==> src/rtl/dsfr_pkg.sv <==
// Shared types and constants for the display serial frame receiver.
package dsfr_pkg;

   // Frame positions and lengths (length byte plus three fits in nine bits)
   localparam int POS_W = 9;
   // Element counts per frame
   localparam int CNT_W = 8;
   localparam int CSR_IDX_W = 1;

   localparam logic [CSR_IDX_W-1:0] CSR_HEADER_FIRST  = 1'd0;
   localparam logic [CSR_IDX_W-1:0] CSR_HEADER_SECOND = 1'd1;

   localparam logic [7:0] HEADER_FIRST_RST  = 8'h5A;
   localparam logic [7:0] HEADER_SECOND_RST = 8'hA5;

   localparam logic [7:0] CMD_REG_WRITE = 8'h80;
   localparam logic [7:0] CMD_REG_READ  = 8'h81;
   localparam logic [7:0] CMD_VAR_WRITE = 8'h82;
   localparam logic [7:0] CMD_VAR_READ  = 8'h83;
   localparam logic [7:0] ACK_O         = 8'h4F;
   localparam logic [7:0] ACK_K         = 8'h4B;
   localparam logic [7:0] FRAME_OVERHEAD = 8'h03;

   localparam logic [2:0] KIND_REG_OK   = 3'd0;
   localparam logic [2:0] KIND_VAR_OK   = 3'd1;
   localparam logic [2:0] KIND_VAR_READ = 3'd2;
   localparam logic [2:0] KIND_REG_READ = 3'd3;
   localparam logic [2:0] KIND_ERROR    = 3'd4;

   // Decoded frame handed from the collector to the emitter
   typedef struct packed {
      logic [2:0]       kind;
      logic [15:0]      addr;
      logic [7:0]       count;
      logic [CNT_W-1:0] elems;
      logic             word;
      logic [POS_W-1:0] total;
   } job_type;

   typedef struct packed {
      logic [2:0]  frame_kind;
      logic [15:0] target_address;
      logic [7:0]  payload_bytes;
      logic        has_data;
      logic [15:0] data_value;
      logic        last_of_frame;
   } rsp_type;

endpackage

==> src/rtl/dsfr_if.sv <==
// Valid/ready channel interfaces for received bytes and decoded results.
interface dsfr_req_if;
   logic       valid;
   logic       ready;
   logic [7:0] rx_byte;

   modport source (output valid, output rx_byte, input ready);
   modport sink (input valid, input rx_byte, output ready);
endinterface

interface dsfr_rsp_if;
   logic        valid;
   logic        ready;
   logic [2:0]  frame_kind;
   logic [15:0] target_address;
   logic [7:0]  payload_bytes;
   logic        has_data;
   logic [15:0] data_value;
   logic        last_of_frame;

   modport source (output valid, output frame_kind, output target_address,
                   output payload_bytes, output has_data, output data_value,
                   output last_of_frame, input ready);
   modport sink (input valid, input frame_kind, input target_address,
                 input payload_bytes, input has_data, input data_value,
                 input last_of_frame, output ready);
endinterface

==> src/rtl/display_serial_frame_receiver.sv <==
// Top level: serial display frame receiver.
//
//   channel | direction | carries
//   --------+-----------+---------------------------------------------------
//   req_if  | in        | one received byte per transfer
//   rsp_if  | out       | decoded result: kind, address, count, data, last
//   csr_*   | in        | header byte writes, index 0 first, 1 second
//
// A completed frame that yields a result holds req_if.ready low while it is
// handed to the emitter and results go out: a single result goes straight out,
// each register-read byte passes the read, latch and output states and each
// variable-read word a second read for its low byte too, set by the single
// read port of the frame memory. Reset is synchronous and needs no clearing
// pass; reads past the current frame are masked to zero. A stalled rsp_if
// holds the emitter in place; bytes resume once the last result is loaded.
module display_serial_frame_receiver import dsfr_pkg::*; #(
   parameter int FRAME_BYTES = 64
) (
   input  logic                 clock,
   input  logic                 reset,
   dsfr_req_if.sink             req_if,
   dsfr_rsp_if.source           rsp_if,
   input  logic                 csr_wr_en,
   input  logic [CSR_IDX_W-1:0] csr_index,
   input  logic [7:0]           csr_wr_data
);

   localparam int AW = $clog2(FRAME_BYTES);

   logic          busy, byte_take;
   logic          wr_en, rd_en;
   logic [AW-1:0] wr_addr, rd_addr;
   logic [7:0]    wr_data, rd_data;
   logic          job_valid;
   job_type       job;
   rsp_type       rsp;

   assign req_if.ready = !busy;
   assign byte_take    = req_if.valid && !busy;

   dsfr_collector #(.FRAME_BYTES(FRAME_BYTES)) u_collector (
      .clock       (clock),
      .reset       (reset),
      .csr_wr_en   (csr_wr_en),
      .csr_index   (csr_index),
      .csr_wr_data (csr_wr_data),
      .byte_take   (byte_take),
      .byte_data   (req_if.rx_byte),
      .wr_en       (wr_en),
      .wr_addr     (wr_addr),
      .wr_data     (wr_data),
      .job_valid   (job_valid),
      .job         (job)
   );

   dsfr_frame_store #(.FRAME_BYTES(FRAME_BYTES)) u_store (
      .clock   (clock),
      .wr_en   (wr_en),
      .wr_addr (wr_addr),
      .wr_data (wr_data),
      .rd_en   (rd_en),
      .rd_addr (rd_addr),
      .rd_data (rd_data)
   );

   dsfr_emitter #(.FRAME_BYTES(FRAME_BYTES)) u_emitter (
      .clock     (clock),
      .reset     (reset),
      .job_valid (job_valid),
      .job       (job),
      .busy      (busy),
      .rd_en     (rd_en),
      .rd_addr   (rd_addr),
      .rd_data   (rd_data),
      .rsp_valid (rsp_if.valid),
      .rsp_ready (rsp_if.ready),
      .rsp       (rsp)
   );

   assign rsp_if.frame_kind     = rsp.frame_kind;
   assign rsp_if.target_address = rsp.target_address;
   assign rsp_if.payload_bytes  = rsp.payload_bytes;
   assign rsp_if.has_data       = rsp.has_data;
   assign rsp_if.data_value     = rsp.data_value;
   assign rsp_if.last_of_frame  = rsp.last_of_frame;

endmodule

==> src/rtl/dsfr_frame_store.sv <==
// Frame byte memory: one write port, one registered read port.
module dsfr_frame_store #(
   parameter int FRAME_BYTES = 64,
   localparam int AW = $clog2(FRAME_BYTES)
) (
   input  logic          clock,
   input  logic          wr_en,
   input  logic [AW-1:0] wr_addr,
   input  logic [7:0]    wr_data,
   input  logic          rd_en,
   input  logic [AW-1:0] rd_addr,
   output logic [7:0]    rd_data
);

   logic [7:0] mem [FRAME_BYTES];
   logic [7:0] rd_data_ff;

   always_ff @(posedge clock) begin
      if (wr_en) begin
         mem[wr_addr] <= wr_data;
      end
   end

   always_ff @(posedge clock) begin
      if (rd_en) begin
         rd_data_ff <= mem[rd_addr];
      end
   end

   assign rd_data = rd_data_ff;

endmodule

==> src/rtl/dsfr_collector.sv <==
// Byte collector: header check, length tracking and frame decode.
module dsfr_collector import dsfr_pkg::*; #(
   parameter int FRAME_BYTES = 64,
   localparam int AW = $clog2(FRAME_BYTES)
) (
   input  logic                 clock,
   input  logic                 reset,
   input  logic                 csr_wr_en,
   input  logic [CSR_IDX_W-1:0] csr_index,
   input  logic [7:0]           csr_wr_data,
   input  logic                 byte_take,
   input  logic [7:0]           byte_data,
   output logic                 wr_en,
   output logic [AW-1:0]        wr_addr,
   output logic [7:0]           wr_data,
   output logic                 job_valid,
   output job_type              job
);

   localparam logic [POS_W-1:0] FRAME_MAX = POS_W'(FRAME_BYTES);
   localparam logic [CNT_W-1:0] LIM_BYTES = CNT_W'(FRAME_BYTES - 6);
   localparam logic [CNT_W-1:0] LIM_WORDS = CNT_W'((FRAME_BYTES - 6) / 2);

   logic [7:0]    hdr_first_ff, hdr_second_ff;
   logic [AW-1:0] held_ff, held_in;
   logic [7:0]    b0_ff, b1_ff, b2_ff, b3_ff, b4_ff, b5_ff, b6_ff;
   logic          job_valid_ff, job_valid_in;
   job_type       job_ff, job_in;

   logic [POS_W-1:0] pos, held_next, total;
   logic [7:0]       byte0, len, cmd, a4, a5, a6;
   logic [CNT_W:0]   words_full;
   logic [CNT_W-1:0] words, bytes_n;

   always_ff @(posedge clock) begin
      if (reset) begin
         hdr_first_ff  <= HEADER_FIRST_RST;
         hdr_second_ff <= HEADER_SECOND_RST;
      end else if (csr_wr_en) begin
         case (csr_index)
            CSR_HEADER_FIRST:  hdr_first_ff  <= csr_wr_data;
            CSR_HEADER_SECOND: hdr_second_ff <= csr_wr_data;
            default: ;
         endcase
      end
   end

   // Forward the incoming byte for whichever header field it completes
   always_comb begin
      pos       = POS_W'(held_ff);
      held_next = pos + POS_W'(1);
      byte0     = (pos == POS_W'(0)) ? byte_data : b0_ff;
      len       = (pos == POS_W'(2)) ? byte_data : b2_ff;
      total     = POS_W'(len) + POS_W'(FRAME_OVERHEAD);
      cmd = (total > POS_W'(3)) ? ((pos == POS_W'(3)) ? byte_data : b3_ff) : 8'h00;
      a4  = (total > POS_W'(4)) ? ((pos == POS_W'(4)) ? byte_data : b4_ff) : 8'h00;
      a5  = (total > POS_W'(5)) ? ((pos == POS_W'(5)) ? byte_data : b5_ff) : 8'h00;
      a6  = (total > POS_W'(6)) ? ((pos == POS_W'(6)) ? byte_data : b6_ff) : 8'h00;
      words_full = (9'(a6) + 9'd1) >> 1;
      words   = (words_full > 9'(LIM_WORDS)) ? LIM_WORDS : words_full[CNT_W-1:0];
      bytes_n = (a5 > LIM_BYTES) ? LIM_BYTES : a5;
   end

   always_comb begin
      held_in       = held_ff;
      job_valid_in  = 1'b0;
      job_in        = '0;
      job_in.total  = total;
      if (byte_take) begin
         if (byte0 != hdr_first_ff) begin
            held_in = '0;
         end else if (held_next < POS_W'(3)) begin
            held_in = held_next[AW-1:0];
         end else if (total > FRAME_MAX) begin
            held_in      = '0;
            job_valid_in = 1'b1;
            job_in.kind  = KIND_ERROR;
         end else if (held_next != total) begin
            held_in = held_next[AW-1:0];
         end else begin
            held_in = '0;
            if (b1_ff != hdr_second_ff) begin
               job_valid_in = 1'b1;
               job_in.kind  = KIND_ERROR;
            end else if (total == POS_W'(6) &&
                         (cmd == CMD_REG_WRITE || cmd == CMD_VAR_WRITE) &&
                         a4 == ACK_O && a5 == ACK_K) begin
               job_valid_in = 1'b1;
               job_in.kind  = (cmd == CMD_REG_WRITE) ? KIND_REG_OK : KIND_VAR_OK;
            end else if (cmd == CMD_VAR_READ) begin
               job_valid_in = 1'b1;
               job_in.kind  = KIND_VAR_READ;
               job_in.addr  = {a4, a5};
               job_in.count = a6;
               job_in.elems = words;
               job_in.word  = 1'b1;
            end else if (cmd == CMD_REG_READ) begin
               job_valid_in = 1'b1;
               job_in.kind  = KIND_REG_READ;
               job_in.addr  = {8'h00, a4};
               job_in.count = a5;
               job_in.elems = bytes_n;
            end
         end
      end
   end

   always_ff @(posedge clock) begin
      if (reset) begin
         held_ff      <= '0;
         job_valid_ff <= 1'b0;
      end else begin
         held_ff      <= held_in;
         job_valid_ff <= job_valid_in;
      end
   end

   // Header copies kept beside the memory for the decode, and the registered job
   always_ff @(posedge clock) begin
      job_ff <= job_in;
      if (byte_take) begin
         case (pos)
            POS_W'(0): b0_ff <= byte_data;
            POS_W'(1): b1_ff <= byte_data;
            POS_W'(2): b2_ff <= byte_data;
            POS_W'(3): b3_ff <= byte_data;
            POS_W'(4): b4_ff <= byte_data;
            POS_W'(5): b5_ff <= byte_data;
            POS_W'(6): b6_ff <= byte_data;
            default: ;
         endcase
      end
   end

   assign wr_en     = byte_take;
   assign wr_addr   = held_ff;
   assign wr_data   = byte_data;
   assign job_valid = job_valid_ff;
   assign job       = job_ff;

endmodule

==> src/rtl/dsfr_emitter.sv <==
// Result sequencer: walks the stored payload and drives the result register.
module dsfr_emitter import dsfr_pkg::*; #(
   parameter int FRAME_BYTES = 64,
   localparam int AW = $clog2(FRAME_BYTES)
) (
   input  logic          clock,
   input  logic          reset,
   input  logic          job_valid,
   input  job_type       job,
   output logic          busy,
   output logic          rd_en,
   output logic [AW-1:0] rd_addr,
   input  logic [7:0]    rd_data,
   output logic          rsp_valid,
   input  logic          rsp_ready,
   output rsp_type       rsp
);

   localparam logic [2:0] S_IDLE = 3'd0;
   localparam logic [2:0] S_RD   = 3'd1;
   localparam logic [2:0] S_HI   = 3'd2;
   localparam logic [2:0] S_LAT  = 3'd3;
   localparam logic [2:0] S_OUT  = 3'd4;

   localparam logic [POS_W-1:0] FRAME_MAX = POS_W'(FRAME_BYTES);

   logic [2:0]       state_ff, state_in;
   job_type          job_ff;
   logic [CNT_W-1:0] cnt_ff, cnt_in;
   logic [POS_W-1:0] pos_ff, pos_in;
   logic             rd_ok_ff;
   logic [7:0]       hi_ff;
   logic [15:0]      val_ff;
   logic             rsp_valid_ff, rsp_valid_in;
   rsp_type          rsp_ff;

   logic       out_free, last, load;
   logic [7:0] data_byte;

   assign out_free  = !rsp_valid_ff || rsp_ready;
   assign last      = (job_ff.elems == '0) ||
                      ({1'b0, cnt_ff} + 9'd1 == {1'b0, job_ff.elems});
   assign load      = (state_ff == S_OUT) && out_free;
   assign data_byte = rd_ok_ff ? rd_data : 8'h00;
   assign rd_en     = (state_ff == S_RD) || (state_ff == S_HI);
   assign rd_addr   = (pos_ff < FRAME_MAX) ? pos_ff[AW-1:0] : '0;

   always_comb begin
      state_in = state_ff;
      cnt_in   = cnt_ff;
      pos_in   = pos_ff;
      case (state_ff)
         S_IDLE: begin
            if (job_valid) begin
               cnt_in   = '0;
               pos_in   = job.word ? POS_W'(7) : POS_W'(6);
               state_in = (job.elems == '0) ? S_OUT : S_RD;
            end
         end
         S_RD: begin
            pos_in   = pos_ff + POS_W'(1);
            state_in = job_ff.word ? S_HI : S_LAT;
         end
         S_HI: begin
            pos_in   = pos_ff + POS_W'(1);
            state_in = S_LAT;
         end
         S_LAT: state_in = S_OUT;
         S_OUT: begin
            if (out_free) begin
               cnt_in   = cnt_ff + CNT_W'(1);
               state_in = last ? S_IDLE : S_RD;
            end
         end
         default: state_in = S_IDLE;
      endcase
   end

   always_comb begin
      rsp_valid_in = rsp_valid_ff;
      if (load) begin
         rsp_valid_in = 1'b1;
      end else if (rsp_ready) begin
         rsp_valid_in = 1'b0;
      end
   end

   always_ff @(posedge clock) begin
      if (reset) begin
         state_ff     <= S_IDLE;
         rsp_valid_ff <= 1'b0;
      end else begin
         state_ff     <= state_in;
         rsp_valid_ff <= rsp_valid_in;
      end
   end

   always_ff @(posedge clock) begin
      cnt_ff <= cnt_in;
      pos_ff <= pos_in;
      if (rd_en) begin
         rd_ok_ff <= pos_ff < job_ff.total;
      end
      if (state_ff == S_IDLE && job_valid) begin
         job_ff <= job;
         val_ff <= '0;
      end
      if (state_ff == S_LAT) begin
         hi_ff  <= data_byte;
      end
      if (state_ff == S_HI) begin
         hi_ff  <= data_byte;
      end
      if (state_ff == S_LAT) begin
         val_ff <= job_ff.word ? {hi_ff, data_byte} : {8'h00, data_byte};
      end
      if (load) begin
         rsp_ff.frame_kind     <= job_ff.kind;
         rsp_ff.target_address <= job_ff.addr;
         rsp_ff.payload_bytes  <= job_ff.count;
         rsp_ff.has_data       <= job_ff.elems != '0;
         rsp_ff.data_value     <= val_ff;
         rsp_ff.last_of_frame  <= last;
      end
   end

   assign busy      = (state_ff != S_IDLE) || job_valid;
   assign rsp_valid = rsp_valid_ff;
   assign rsp       = rsp_ff;

endmodule
==> src/flat_wrapper.sv <==
// flat-port wrapper written by rule: the top's interface ports become plain ports
module display_serial_frame_receiver_flat import dsfr_pkg::*;
#(
   parameter int FRAME_BYTES = 64
)
  (clock, reset, csr_wr_en, csr_index, csr_wr_data, req_if_valid, req_if_rx_byte, req_if_ready, rsp_if_valid, rsp_if_frame_kind, rsp_if_target_address, rsp_if_payload_bytes, rsp_if_has_data, rsp_if_data_value, rsp_if_last_of_frame, rsp_if_ready);
  dsfr_req_if req_if_i ();
  dsfr_rsp_if rsp_if_i ();
  input  logic clock;
  input  logic reset;
  input  logic csr_wr_en;
  input  logic [CSR_IDX_W-1:0] csr_index;
  input  logic [7:0] csr_wr_data;
  input wire logic [$bits(req_if_i.valid)-1:0] req_if_valid;
  input wire logic [$bits(req_if_i.rx_byte)-1:0] req_if_rx_byte;
  output wire logic [$bits(req_if_i.ready)-1:0] req_if_ready;
  output wire logic [$bits(rsp_if_i.valid)-1:0] rsp_if_valid;
  output wire logic [$bits(rsp_if_i.frame_kind)-1:0] rsp_if_frame_kind;
  output wire logic [$bits(rsp_if_i.target_address)-1:0] rsp_if_target_address;
  output wire logic [$bits(rsp_if_i.payload_bytes)-1:0] rsp_if_payload_bytes;
  output wire logic [$bits(rsp_if_i.has_data)-1:0] rsp_if_has_data;
  output wire logic [$bits(rsp_if_i.data_value)-1:0] rsp_if_data_value;
  output wire logic [$bits(rsp_if_i.last_of_frame)-1:0] rsp_if_last_of_frame;
  input wire logic [$bits(rsp_if_i.ready)-1:0] rsp_if_ready;
  assign req_if_i.valid = req_if_valid;
  assign req_if_i.rx_byte = req_if_rx_byte;
  assign req_if_ready = req_if_i.ready;
  assign rsp_if_valid = rsp_if_i.valid;
  assign rsp_if_frame_kind = rsp_if_i.frame_kind;
  assign rsp_if_target_address = rsp_if_i.target_address;
  assign rsp_if_payload_bytes = rsp_if_i.payload_bytes;
  assign rsp_if_has_data = rsp_if_i.has_data;
  assign rsp_if_data_value = rsp_if_i.data_value;
  assign rsp_if_last_of_frame = rsp_if_i.last_of_frame;
  assign rsp_if_i.ready = rsp_if_ready;
  display_serial_frame_receiver #(.FRAME_BYTES(FRAME_BYTES)) u_core (.clock(clock), .reset(reset), .req_if(req_if_i), .rsp_if(rsp_if_i), .csr_wr_en(csr_wr_en), .csr_index(csr_index), .csr_wr_data(csr_wr_data));
endmodule
==> config.mk <==
export PLATFORM = sky130hd
export DESIGN_NAME = display_serial_frame_receiver_flat
export DESIGN_NICKNAME = d
export VERILOG_FILES = /design/src/rtl/dsfr_pkg.sv /design/src/rtl/dsfr_if.sv /design/src/rtl/display_serial_frame_receiver.sv /design/src/rtl/dsfr_frame_store.sv /design/src/rtl/dsfr_collector.sv /design/src/rtl/dsfr_emitter.sv /design/src/flat_wrapper.sv
export SDC_FILE = /design/constraint.sdc
export NUM_CORES = 1
export LEC_CHECK = 0
export ABC_AREA = 1
export BUFFER_PORTS_ARGS = -buffer_cell sky130_fd_sc_hd__buf_2
export CAP_MARGIN = 10
export CORE_MARGIN = 2
export CORE_UTILIZATION = 60
export DETAILED_ROUTE_END_ITERATION = 12
export PLACE_DENSITY_LB_ADDON = 0.2
export SLEW_MARGIN = 20
export SYNTH_ARGS = -nofsm -noshare
export SYNTH_HDL_FRONTEND = slang
export SYNTH_HIERARCHICAL = 1
export SYNTH_SLANG_ARGS = --single-unit
==> constraint.sdc <==
create_clock -name clock -period 9.5 [get_ports clock]
set_input_delay 0.475 -clock clock [delete_from_list [all_inputs] [get_ports clock]]
set_output_delay 0.475 -clock clock [all_outputs]
set_load 0.005 [all_outputs]
==> summary.md, run 1 <==
| Metric | Value |
|---|---|
| Most frequent cells in the layout | `887 x nand2_1, 708 x edfxtp_1, 516 x nand3_1` |
| Initial antenna violation count | `1` |
| Leak pwr | `between 10 and 15 nW` |
| Synthesis Warnings | `6` |
| GRT Util Overall | `26.5%` |
| Std cell rows | `between 80 and 90` |
| First-pass GRT wire length | `115000 um` |
| Cells after Synth | `a little under 3k` |
| Antenna cells | `0` |
| Min Tclk post-route | `4500 ps` |
| Clock Latency Late Sink | `about 630 ps` |
| Hold path cells | `3` |
| Post-synth top area cell | `edfxtp_1` |
| # clock sinks | `780` |
| Syn Area/Cell | `between 10 and 15 um^2` |
| Number of synthesized flops with an enable pin | `708` |
| Dpl hpwl | `approximately 44000 um` |
| Synth area leaders | `edfxtp_1 65%, nand2_1 10%, nand3_1 7.9%, dfxtp_1 4.4%, inv_1 2.2%` |
| Num CTS Buffers | `between 70 and 80` |
| I/O Buffers | `68` |
| Most frequent CP cell | `nand2_1` |
| Worst-path clk slew | `~60 ps` |
| Commonest non-fill, non-tap cell in the layout | `nand2_1` |
| Critical Path RT | `10000 ps` |
| Rel. slew slack | `26.6%` |
| Die area | `around 0.056 mm^2` |
| Layout net count | `3030` |
| CP Cell Sequence | `inv_1 > ha_1 > nand3_2 > nand2_1 > nand2_2 > ha_1 > inv_1 > nand2_1 > o211ai_2 > inv_2 > nor2_1 > ha_1 > inv_1 > nor2_1 > nand3_1 > nor2_1 > nand3_1 > nand2_1 > nand2_1 > nor2_2 > nand3_1 > nand2_1 > nand2_1` |
| Clock Tree Root | `clkbuf_16` |
| Via/cell ratio | `5.77` |
| Initial core utilization | `60.8%` |
| Worst Tran Pin Value | `between 1000 and 1500 ps` |
| Drt pass-1 iters | `7` |
| # IOs | `69` |
| Final Cycle Share | `a little under half` |
| Synthesized flop and latch total | `780` |
| Mean routed wirelength per cell | `between 15 and 20 um` |
| Largest net degree at the start of global routing | `110` |
| Worst endpoint data arrival time | `~5000 ps` |
| Final Util | `66.7%` |
| Core area | `between 0.05 and 0.06 mm^2` |
| Peak supply drop | `~0.17 mV` |
| Resized cells post-CTS | `0` |
| R2R depth | `23` |
| Synth top area share | `between 60% and 70%` |
| Main flop type after synthesis | `edfxtp_1` |
| Setup TNS | `0 ps` |
| Gpl congestion | `slightly above 0.9` |
| DRT antenna net count | `0` |
| Area Growth Syn to Fin | `9.80%` |
| # fillers | `3969` |
| CP startpoint kind | `flop` |
| Fin. Hold Viols | `0` |
| Unrepaired setup endpoints after global routing | `false` |
| Routed WL | `73800 um` |
| Run status | `finished clean` |
| Die Y-Extent | `about 240 um` |
| DR DRC count | `0` |
| CTS tree | `built` |
| Setup Crit Path Kind | `reg -> reg` |
| Share of layout cells above drive strength 1 | `under 10%` |
| Post-synthesis sequential area ratio | `between 60% and 70%` |
| Synth cell types | `46` |
| Initial drt markers | `~2.2k` |
| Die X-Extent | `around 240 um` |
| Slowest CP cell | `dfxtp_1` |
| Max-cap viol count | `0` |
| Worst hold path type | `in -> reg` |
| Htree depth | `3` |
| Number of global-route vias before repair | `between 20k and 25k` |
| Max Fclk | `approximately 220 MHz` |
| Final Max Tran Viols | `0` |
| GRT overflow | `0` |
| Max Clock Skew | `24.4 ps` |
| Critical-path maximum fanout | `14` |
| PwrDens | `around 200 mW/mm^2` |
| Endpoints failing setup | `0` |
| Largest stage delay, worst path | `650 ps` |
| Hold-fix buffers at CTS | `0` |
| DR vias | `roughly 22k` |
| Syn Std Cell Area | `0.0327 mm^2` |
| Worst setup EP type | `flop` |
| FFs w/ async S/R, synth | `0%` |
| Post-CTS setup buffers | `0` |
| Clock buffer depth | `3` |
-- synth_stat cells, drive strengths merged, types with 2 or more instances --
cell type / count
dfxtp: 72
a21oi: 27
xnor2: 8
nor3: 15
edfxtp: 708
a31oi: 2
nand4: 28
clkinv: 3
clkbuf: 22
o21ai: 61
o21bai: 2
buf: 114
inv: 206
nor4: 23
nor2: 189
nand3b: 5
nand2: 903
xor2: 15
ha: 16
o211ai: 4
nand3: 520
-- state kept, by name (all words and copies together), names as in the netlist --
register and count:
u_core/u_emitter/state_ff 3, u_core/u_collector/job_valid 1, u_core/u_collector/b6_ff 8, u_core/u_collector/b4_ff 8, u_core/u_emitter/rsp_valid 1, u_core/u_store/rd_data 8
u_core/u_collector/b1_ff 8, u_core/u_emitter/cnt_ff 8, u_core/u_collector/job 45, u_core/u_store/mem 512, u_core/u_emitter/hi_ff 8, u_core/u_collector/b0_ff 8
u_core/u_emitter/val_ff 16, u_core/u_collector/hdr_first_ff 8, u_core/u_collector/b5_ff 8, u_core/u_collector/wr_addr 6, u_core/u_collector/b2_ff 8, u_core/u_emitter/pos_ff 9
u_core/u_collector/hdr_second_ff 8, u_core/u_emitter/rsp 45, u_core/u_collector/b3_ff 8, u_core/u_emitter/job_ff 45, u_core/u_emitter/rd_ok_ff 1
-- final timing paths --
kind / from / end / slack, ps
worst min-delay path: csr_wr_data[4] / u_core/u_collector/hdr_first_ff[4] / 90
worst min register to register: u_core/u_collector/job[6] / u_core/u_emitter/job_ff[6] / 400
worst max register to register: u_core/u_collector/wr_addr[0] / u_core/u_collector/job[12] / 5000
worst max-delay path: u_core/u_collector/wr_addr[0] / u_core/u_collector/job[12] / 5000
-- layer usage --
layer | vias up | wire length, um | GRT usage [%]
met5 | - | 0 | 0
met4 | 0 | 1870 | 8.92
met3 | 116 | 5860 | 3.73
met2 | 909 | 35100 | 42.2
met1 | 10400 | 31000 | 38.1
li1 | 10200 | - | -
-- critical path, delay by kind of cell (launching register included) --
family	cells	cell delay, ps
buffers and inverters	4	530
AOI/OAI and AO/OA	1	450
DFF	1	650
adders and majority gates	3	830
and+or+nand+nor	15	1890
-- power by group --
| group | switching [mW] | internal (mW) |
|---|---|---|
| logic | 0.195 | 0.0623 |
| registers | 0.0117 | 3.77 |
| clock network | 1.25 | 1.87 |
-- cell type report --
class	count	area [um^2]	share of cell area, %
sequential	780	22700	63.2
multi-input combinational	1826	8340	23.2
clock buffer	105	2200	6.12
tap	696	871	2.42
inverter	209	793	2.21
timing repair buffer	97	578	1.61
clock inverter	37	432	1.20
-- metrics by stage --
stage               hold WS [ps]  std cells  power, mW  cell area, um^2  setup slack [ps]
floorplan                    386       2951       4.02            32700              5630
global placement             387       3607       4.10            33200              5280
finish                      86.2       3750       7.16            35900              5000
global route                 100       3750       7.38            35900              4520
detailed placement           389       3608       4.11            33300              5120
CTS                         66.2       3750       7.21            35900              5120
-- kinds of logic after synthesis --
kind of cell / Yosys count / synth area share, %
flops: 780 / 69.4
other cells: 1 / 0.0115
buf+inv: 345 / 5.36
xor+xnor: 23 / 0.616
compound gates: 99 / 1.65
fa+ha+maj: 16 / 0.612
simple gates: 1686 / 22.4
No activity file was read; power rests on OpenSTA's default activity.
==> inputs of run 2 (changes only) <==
Settings changed: ABC_AREA 1 to 0, CORE_UTILIZATION 60 to 56.
Clock period 9.5 ns to 3.9 ns, I/O delays scaled along.
==> summary.md, run 2 <==
| Metric | Value |
|---|---|
| Run status | `finished clean` |
| Leak pwr | `between 10 and 15 nW` |
| Routed WL | `roughly 70000 um` |
| Peak supply drop | `roughly 0.36 mV` |
| Final Util | `~64%` |
| Area of the multi-input gates | `~0.0083 mm^2` |
| Critical-path maximum fanout | `7` |
| Number of synthesized flops with an enable pin | `~700` |
| GRT Util Overall | `approximately a quarter` |
| Tot Pwr | `roughly 18 mW` |
| Gpl congestion | `around 0.90` |
| Clock buffer depth | `3` |
| Die area | `slightly below 0.06 mm^2` |
| Initial drt markers | `between 1.5k and 2k` |
| Num CTS Buffers | `a little under 80` |
| Syn Std Cell Area | `about 0.032 mm^2` |
| GRT overflow | `0` |
| Flop-to-flop setup slack | `between 150 and 200 ps` |
| Min Tclk post-route | `~3700 ps` |
| # IOs | `between 60 and 70` |
| Endpoints failing setup | `0` |
| Largest net degree at the start of global routing | `between 60 and 70` |
| Worst Tran Pin Value | `approximately 900 ps` |
| Synthesized flop and latch total | `780` |
| Syn Area/Cell | `roughly 17 um^2` |
| DRT antenna net count | `0` |
| Commonest non-fill, non-tap cell in the layout | `edfxtp_1` |
| Count leader, synth | `edfxtp_1` |
| Worst endpoint data arrival time | `~4200 ps` |
| Max-cap viol count | `0` |
| Max Clock Skew | `29.3 ps` |
| Max reg flops | `512` |
| Synth top area share | `about two thirds` |
| # clock sinks | `just under 800` |
| Most frequent cells in the layout | `708 x edfxtp_1, 152 x nor2_1, 127 x buf_4` |
| Critical Path RT | `between 4000 and 5000 ps` |
| Post-synthesis sequential area ratio | `71.5%` |
| Antenna cells | `0` |
| Worst setup EP type | `flop` |
| Drt pass-1 iters | `5` |
| Die Y-Extent | `~240 um` |
| Worst-path clk slew | `around 60 ps` |
| Top reg by flops | `u_core/u_store/mem` |
| DR DRC count | `0` |
| Number of global-route vias before repair | `approximately 17k` |
| Initial core utilization | `between 50% and 60%` |
| Setup Crit Path Kind | `reg -> reg` |
| Worst hold path type | `in -> reg` |
| PwrDens | `slightly below 500 mW/mm^2` |
| Clock Tree Root | `clkbuf_16` |
| CP startpoint kind | `flop` |
| Mean routed wirelength per cell | `between 20 and 25 um` |
| Via/cell ratio | `roughly 6.0` |
| Hold path cells | `1` |
| Htree depth | `3` |
| Rel. slew slack | `41.3%` |
| Synth area leaders | `edfxtp_1 67%, mux4_2 8.9%, dfxtp_1 4.5%, nor2_1 1.8%, mux2i_1 1.8%` |
| CTS tree | `built` |
| Final Max Tran Viols | `0` |
| FFs w/ async S/R, synth | `0%` |
| Fin. Hold Viols | `0` |
| Most common library cells after synthesis | `708 x edfxtp_1, 153 x nor2_1, 126 x mux4_2` |
| Sequential cell area | `around 0.023 mm^2` |
| Post-synth top area cell | `edfxtp_1` |
| Clock Latency Late Sink | `~630 ps` |
| Synthesis Warnings | `6` |
| R2R depth | `14` |
| Final Cycle Share | `between 90% and 100%` |
| Share of layout cells above drive strength 1 | `between 20% and 30%` |
| Layout net count | `2134` |
| Cells after Synth | `1897` |
| Dpl hpwl | `roughly 45000 um` |
| Core area | `around 0.056 mm^2` |
| Synth cell types | `between 80 and 90` |
| Main flop type after synthesis | `edfxtp_1` |
| Area Growth Syn to Fin | `13.9%` |
| First-pass GRT wire length | `106000 um` |
| # fillers | `3953` |
| I/O Buffers | `68` |
| Max Fclk | `between 200 and 300 MHz` |
| Die X-Extent | `roughly 240 um` |
| Std cell rows | `87` |
| DR vias | `approximately 17k` |
| Initial antenna violation count | `0` |
-- run 2: cell types whose count changed after synthesis, sizes merged, moves of 31 or more --
| cell | before | now |
|---|---|---|
| nand2 | 903 | 73 |
| nand3 | 520 | 53 |
| inv | 206 | 48 |
| mux4 | 0 | 126 |
| buf | 114 | 50 |
| mux2i | 0 | 56 |
| nor2 | 189 | 155 |
| and3 | 0 | 31 |
-- run 2: final timing paths --
kind	start	to
worst max register to register	u_core/u_collector/wr_addr[0]	u_core/u_collector/job[15]
worst max-delay path	u_core/u_collector/wr_addr[0]	u_core/u_collector/job[15]
worst min-delay path	req_if_rx_byte[7]	u_core/u_collector/b1_ff[7]
worst min register to register	u_core/u_collector/job[6]	u_core/u_emitter/job_ff[6]
-- run 2: final cells by class --
class / instances / area share [%]
flip-flops and latches: 780 / 62.8
multi-input cells: 968 / 23.1
clock buffers: 106 / 6.12
repair buffers: 218 / 4.37
well taps: 756 / 2.62
clock inverters: 35 / 0.519
inverters: 49 / 0.509
-- run 2: where the power goes --
part	switching, mW	internal, mW
Sequential	0.0830	9.30
Combinational	0.781	0.479
Clock	3.05	3.98
-- run 2: layer usage --
| metal | vias to the layer above | routed length, um | GRT usage [%] |
|---|---|---|---|
| li1 | 7824 | - | - |
| met1 | 8857 | 30200 | 34.9 |
| met2 | 685 | 32300 | 36.5 |
| met3 | 121 | 5610 | 5.34 |
| met4 | 0 | 1890 | 8.21 |
| met5 | - | 0 | 0 |
-- run 2: critical path, cell delays in order, from the launching register on --
cell and delay, ps:
dfxtp_1 320, inv_2 60, ha_1 150, or3b_1 370, o21ai_1 160, and2_1 170
ha_1 270, xnor2_1 160, nor4_1 170, a21oi_1 60, or4_1 390, or4_4 550
nor2_4 200, nand4_4 190, a2111oi_4 380
-- run 2: cells by family (layout without fill, tap and decap cells) --
| group | count (synthesis) | in the layout | synth area share, % |
|---|---|---|---|
| compound gates | 203 | 203 | 4.44 |
| mux | 207 | 207 | 11.6 |
| buf+inv | 150 | 408 | 2.32 |
| other cells | 1 | 2 | 0.0118 |
| fa+ha+maj | 16 | 16 | 0.631 |
| xor+xnor | 48 | 48 | 1.37 |
| simple gates | 492 | 492 | 8.10 |
| flops | 780 | 780 | 71.5 |
-- run 2: timing repair --
item                                   in CTS  in global routing
setup buffers                               0                  1
setup endpoints to repair                   0                 16
hold buffers                               17                  0
endpoints found under the hold margin      24                  0
resized for setup                           0                  5
-- run 2: through the flow --
step / setup TNS, ps / hold slack [ps] / std cells / setup WS, ps / instance area (um^2)
after floorplan: 0 / 264 / 1898 / 6.05 / 31800
after global placement: 0 / 388 / 2753 / 225 / 33600
after detailed placement: 0 / 389 / 2753 / 132 / 33600
after CTS: 0 / 29.6 / 2911 / 79.7 / 36100
after global routing: -14.2 / 52.6 / 2912 / -14.2 / 36200
final: 0 / 56.2 / 2912 / 181 / 36200
==> inputs of run 3 (changes only) <==
Settings changed: REMOVE_ABC_BUFFERS from default to 1.
==> summary.md, run 3 (synthesized netlist as in run 2, its figures left out) <==
| Metric | Value |
|---|---|
| Antenna cells | `0` |
| Max Clock Skew | `21.5 ps` |
| Via/cell ratio | `around 6.0` |
| Die area | `0.0586 mm^2` |
| Final Cycle Share | `just under 100%` |
| Final WS setup | `~95 ps` |
| Final Max Tran Viols | `0` |
| Final Util | `64.8%` |
| Layout net count | `~2.1k` |
| Worst-path clk slew | `roughly 60 ps` |
| Number of global-route vias before repair | `around 17k` |
| Tot Pwr | `around 18 mW` |
| # clock sinks | `between 700 and 800` |
| DR vias | `17.7k` |
| Dpl hpwl | `around 46000 um` |
| Max reg flops | `around 510` |
| Setup Crit Path Kind | `reg -> reg` |
| Num CTS Buffers | `a little under 80` |
| Clock buffer depth | `3` |
| Min Hold Slack | `a little over 50 ps` |
| Die X-Extent | `roughly 240 um` |
| Worst endpoint data arrival time | `around 4300 ps` |
| Top reg by flops | `u_core/u_store/mem` |
| Fin. Hold Viols | `0` |
| Clock Latency Late Sink | `about 620 ps` |
| Largest net degree at the start of global routing | `slightly below 70` |
| CTS tree | `built` |
| I/O Buffers | `a little under 70` |
| Rel. slew slack | `about two fifths` |
| Unrepaired setup endpoints after global routing | `true` |
| Worst Tran Pin Value | `883 ps` |
| Routed WL | `71500 um` |
| Critical-path maximum fanout | `15` |
| Htree depth | `3` |
| Min Tclk post-route | `3800 ps` |
| Leak pwr | `roughly 12 nW` |
| Std cell rows | `87` |
| Die Y-Extent | `about 240 um` |
| Setup TNS | `0 ps` |
| Max-cap viol count | `0` |
| Area Growth Syn to Fin | `14.6%` |
| Run status | `finished clean` |
| Most frequent cells in the layout | `708 x edfxtp_1, 152 x nor2_1, 141 x buf_4` |
| Peak supply drop | `roughly 0.38 mV` |
| First-pass GRT wire length | `approximately 110000 um` |
| Endpoints failing setup | `0` |
| PwrDens | `between 400 and 500 mW/mm^2` |
| CP startpoint kind | `flop` |
| Share of layout cells above drive strength 1 | `24.1%` |
| GRT overflow | `0` |
| Initial core utilization | `around 57%` |
| # IOs | `just under 70` |
| Core area | `between 0.05 and 0.06 mm^2` |
| Clock Tree Root | `clkbuf_16` |
| Initial drt markers | `1692` |
| GRT Util Overall | `about 24%` |
| Worst setup EP type | `flop` |
| Initial antenna violation count | `2` |
| Critical Path RT | `about 4400 ps` |
| Worst hold path type | `in -> reg` |
| Post-place setup slack | `17.2 ps` |
| Drt pass-1 iters | `5` |
| DRT antenna net count | `0` |
| DR DRC count | `0` |
| Max Fclk | `263 MHz` |
| Gpl congestion | `about 0.89` |
| Mean routed wirelength per cell | `24.4 um` |
| Commonest non-fill, non-tap cell in the layout | `edfxtp_1` |
## run 3: cell count changes in the layout (fill, tap and decap cells not counted), sizes merged
cell	change
buf	+15
bufinv	+4
clkbuf	-3
clkinv	-6
inv	+3
dlygate4sd3	-3
clkinvlp	+1
## run 3: routing by layer
layer  track usage [%]  part of all wire (%)
met2              39.0                    48
met1              35.1                    42
met3              4.94                   8.1
met4              6.32                   2.3
met5                 0                     0
## run 3: final timing paths
check | to | slack, ps | cells past startpoint | startpoint
hold / removal | u_core/u_collector/b0_ff[7] | 50 | 1 | req_if_rx_byte[7]
setup reg to reg | u_core/u_collector/job[36] | 100 | 15 | u_core/u_collector/wr_addr[0]
hold reg to reg | u_core/u_emitter/job_ff[36] | 400 | 0 | u_core/u_collector/job[36]
setup / recovery | u_core/u_collector/job[36] | 100 | 15 | u_core/u_collector/wr_addr[0]
## run 3: through the flow
stage	instances	area [um^2]
finish	2923	36400
global route	2923	36400
CTS	2923	36400
detailed placement	2769	33700
global placement	2769	33700
floorplan	1797	31200
## run 3: where the power goes
group / switching, mW / internal (mW) / leakage, nW
Clock: 3.09 / 4.24 / 1.24
Combinational: 0.791 / 0.484 / 4.02
Sequential: 0.0872 / 9.30 / 6.96
## run 3: critical path, cell delays in order, from the launching register on
cell,delay [ps]
dfxtp_1,310
inv_1,80
ha_1,180
or3b_1,380
o21ai_1,170
and2_1,200
ha_1,260
xnor2_1,150
nor4_1,180
a21oi_1,70
or4_1,410
or4_4,560
nor2_4,160
nand4_4,180
buf_4,250
nor4_2,170
## run 3: cell type report
cell class,count,area (um^2)
sequential,780,22700
fill,3938,19800
multi-input combinational,968,8340
clock buffer,103,2180
timing repair buffer,230,1680
tap,756,946
clock inverter,37,347
inverter,49,184
## run 3: timing repair
| action | 4_1_cts | 5_1_grt |
|---|---|---|
| buffers inserted | 0 | 0 |
| resized for setup | 0 | 4 |
| hold endpoints to repair | 23 | 0 |
| endpoints found under the setup margin | 0 | 18 |
| hold buffers | 14 | 0 |
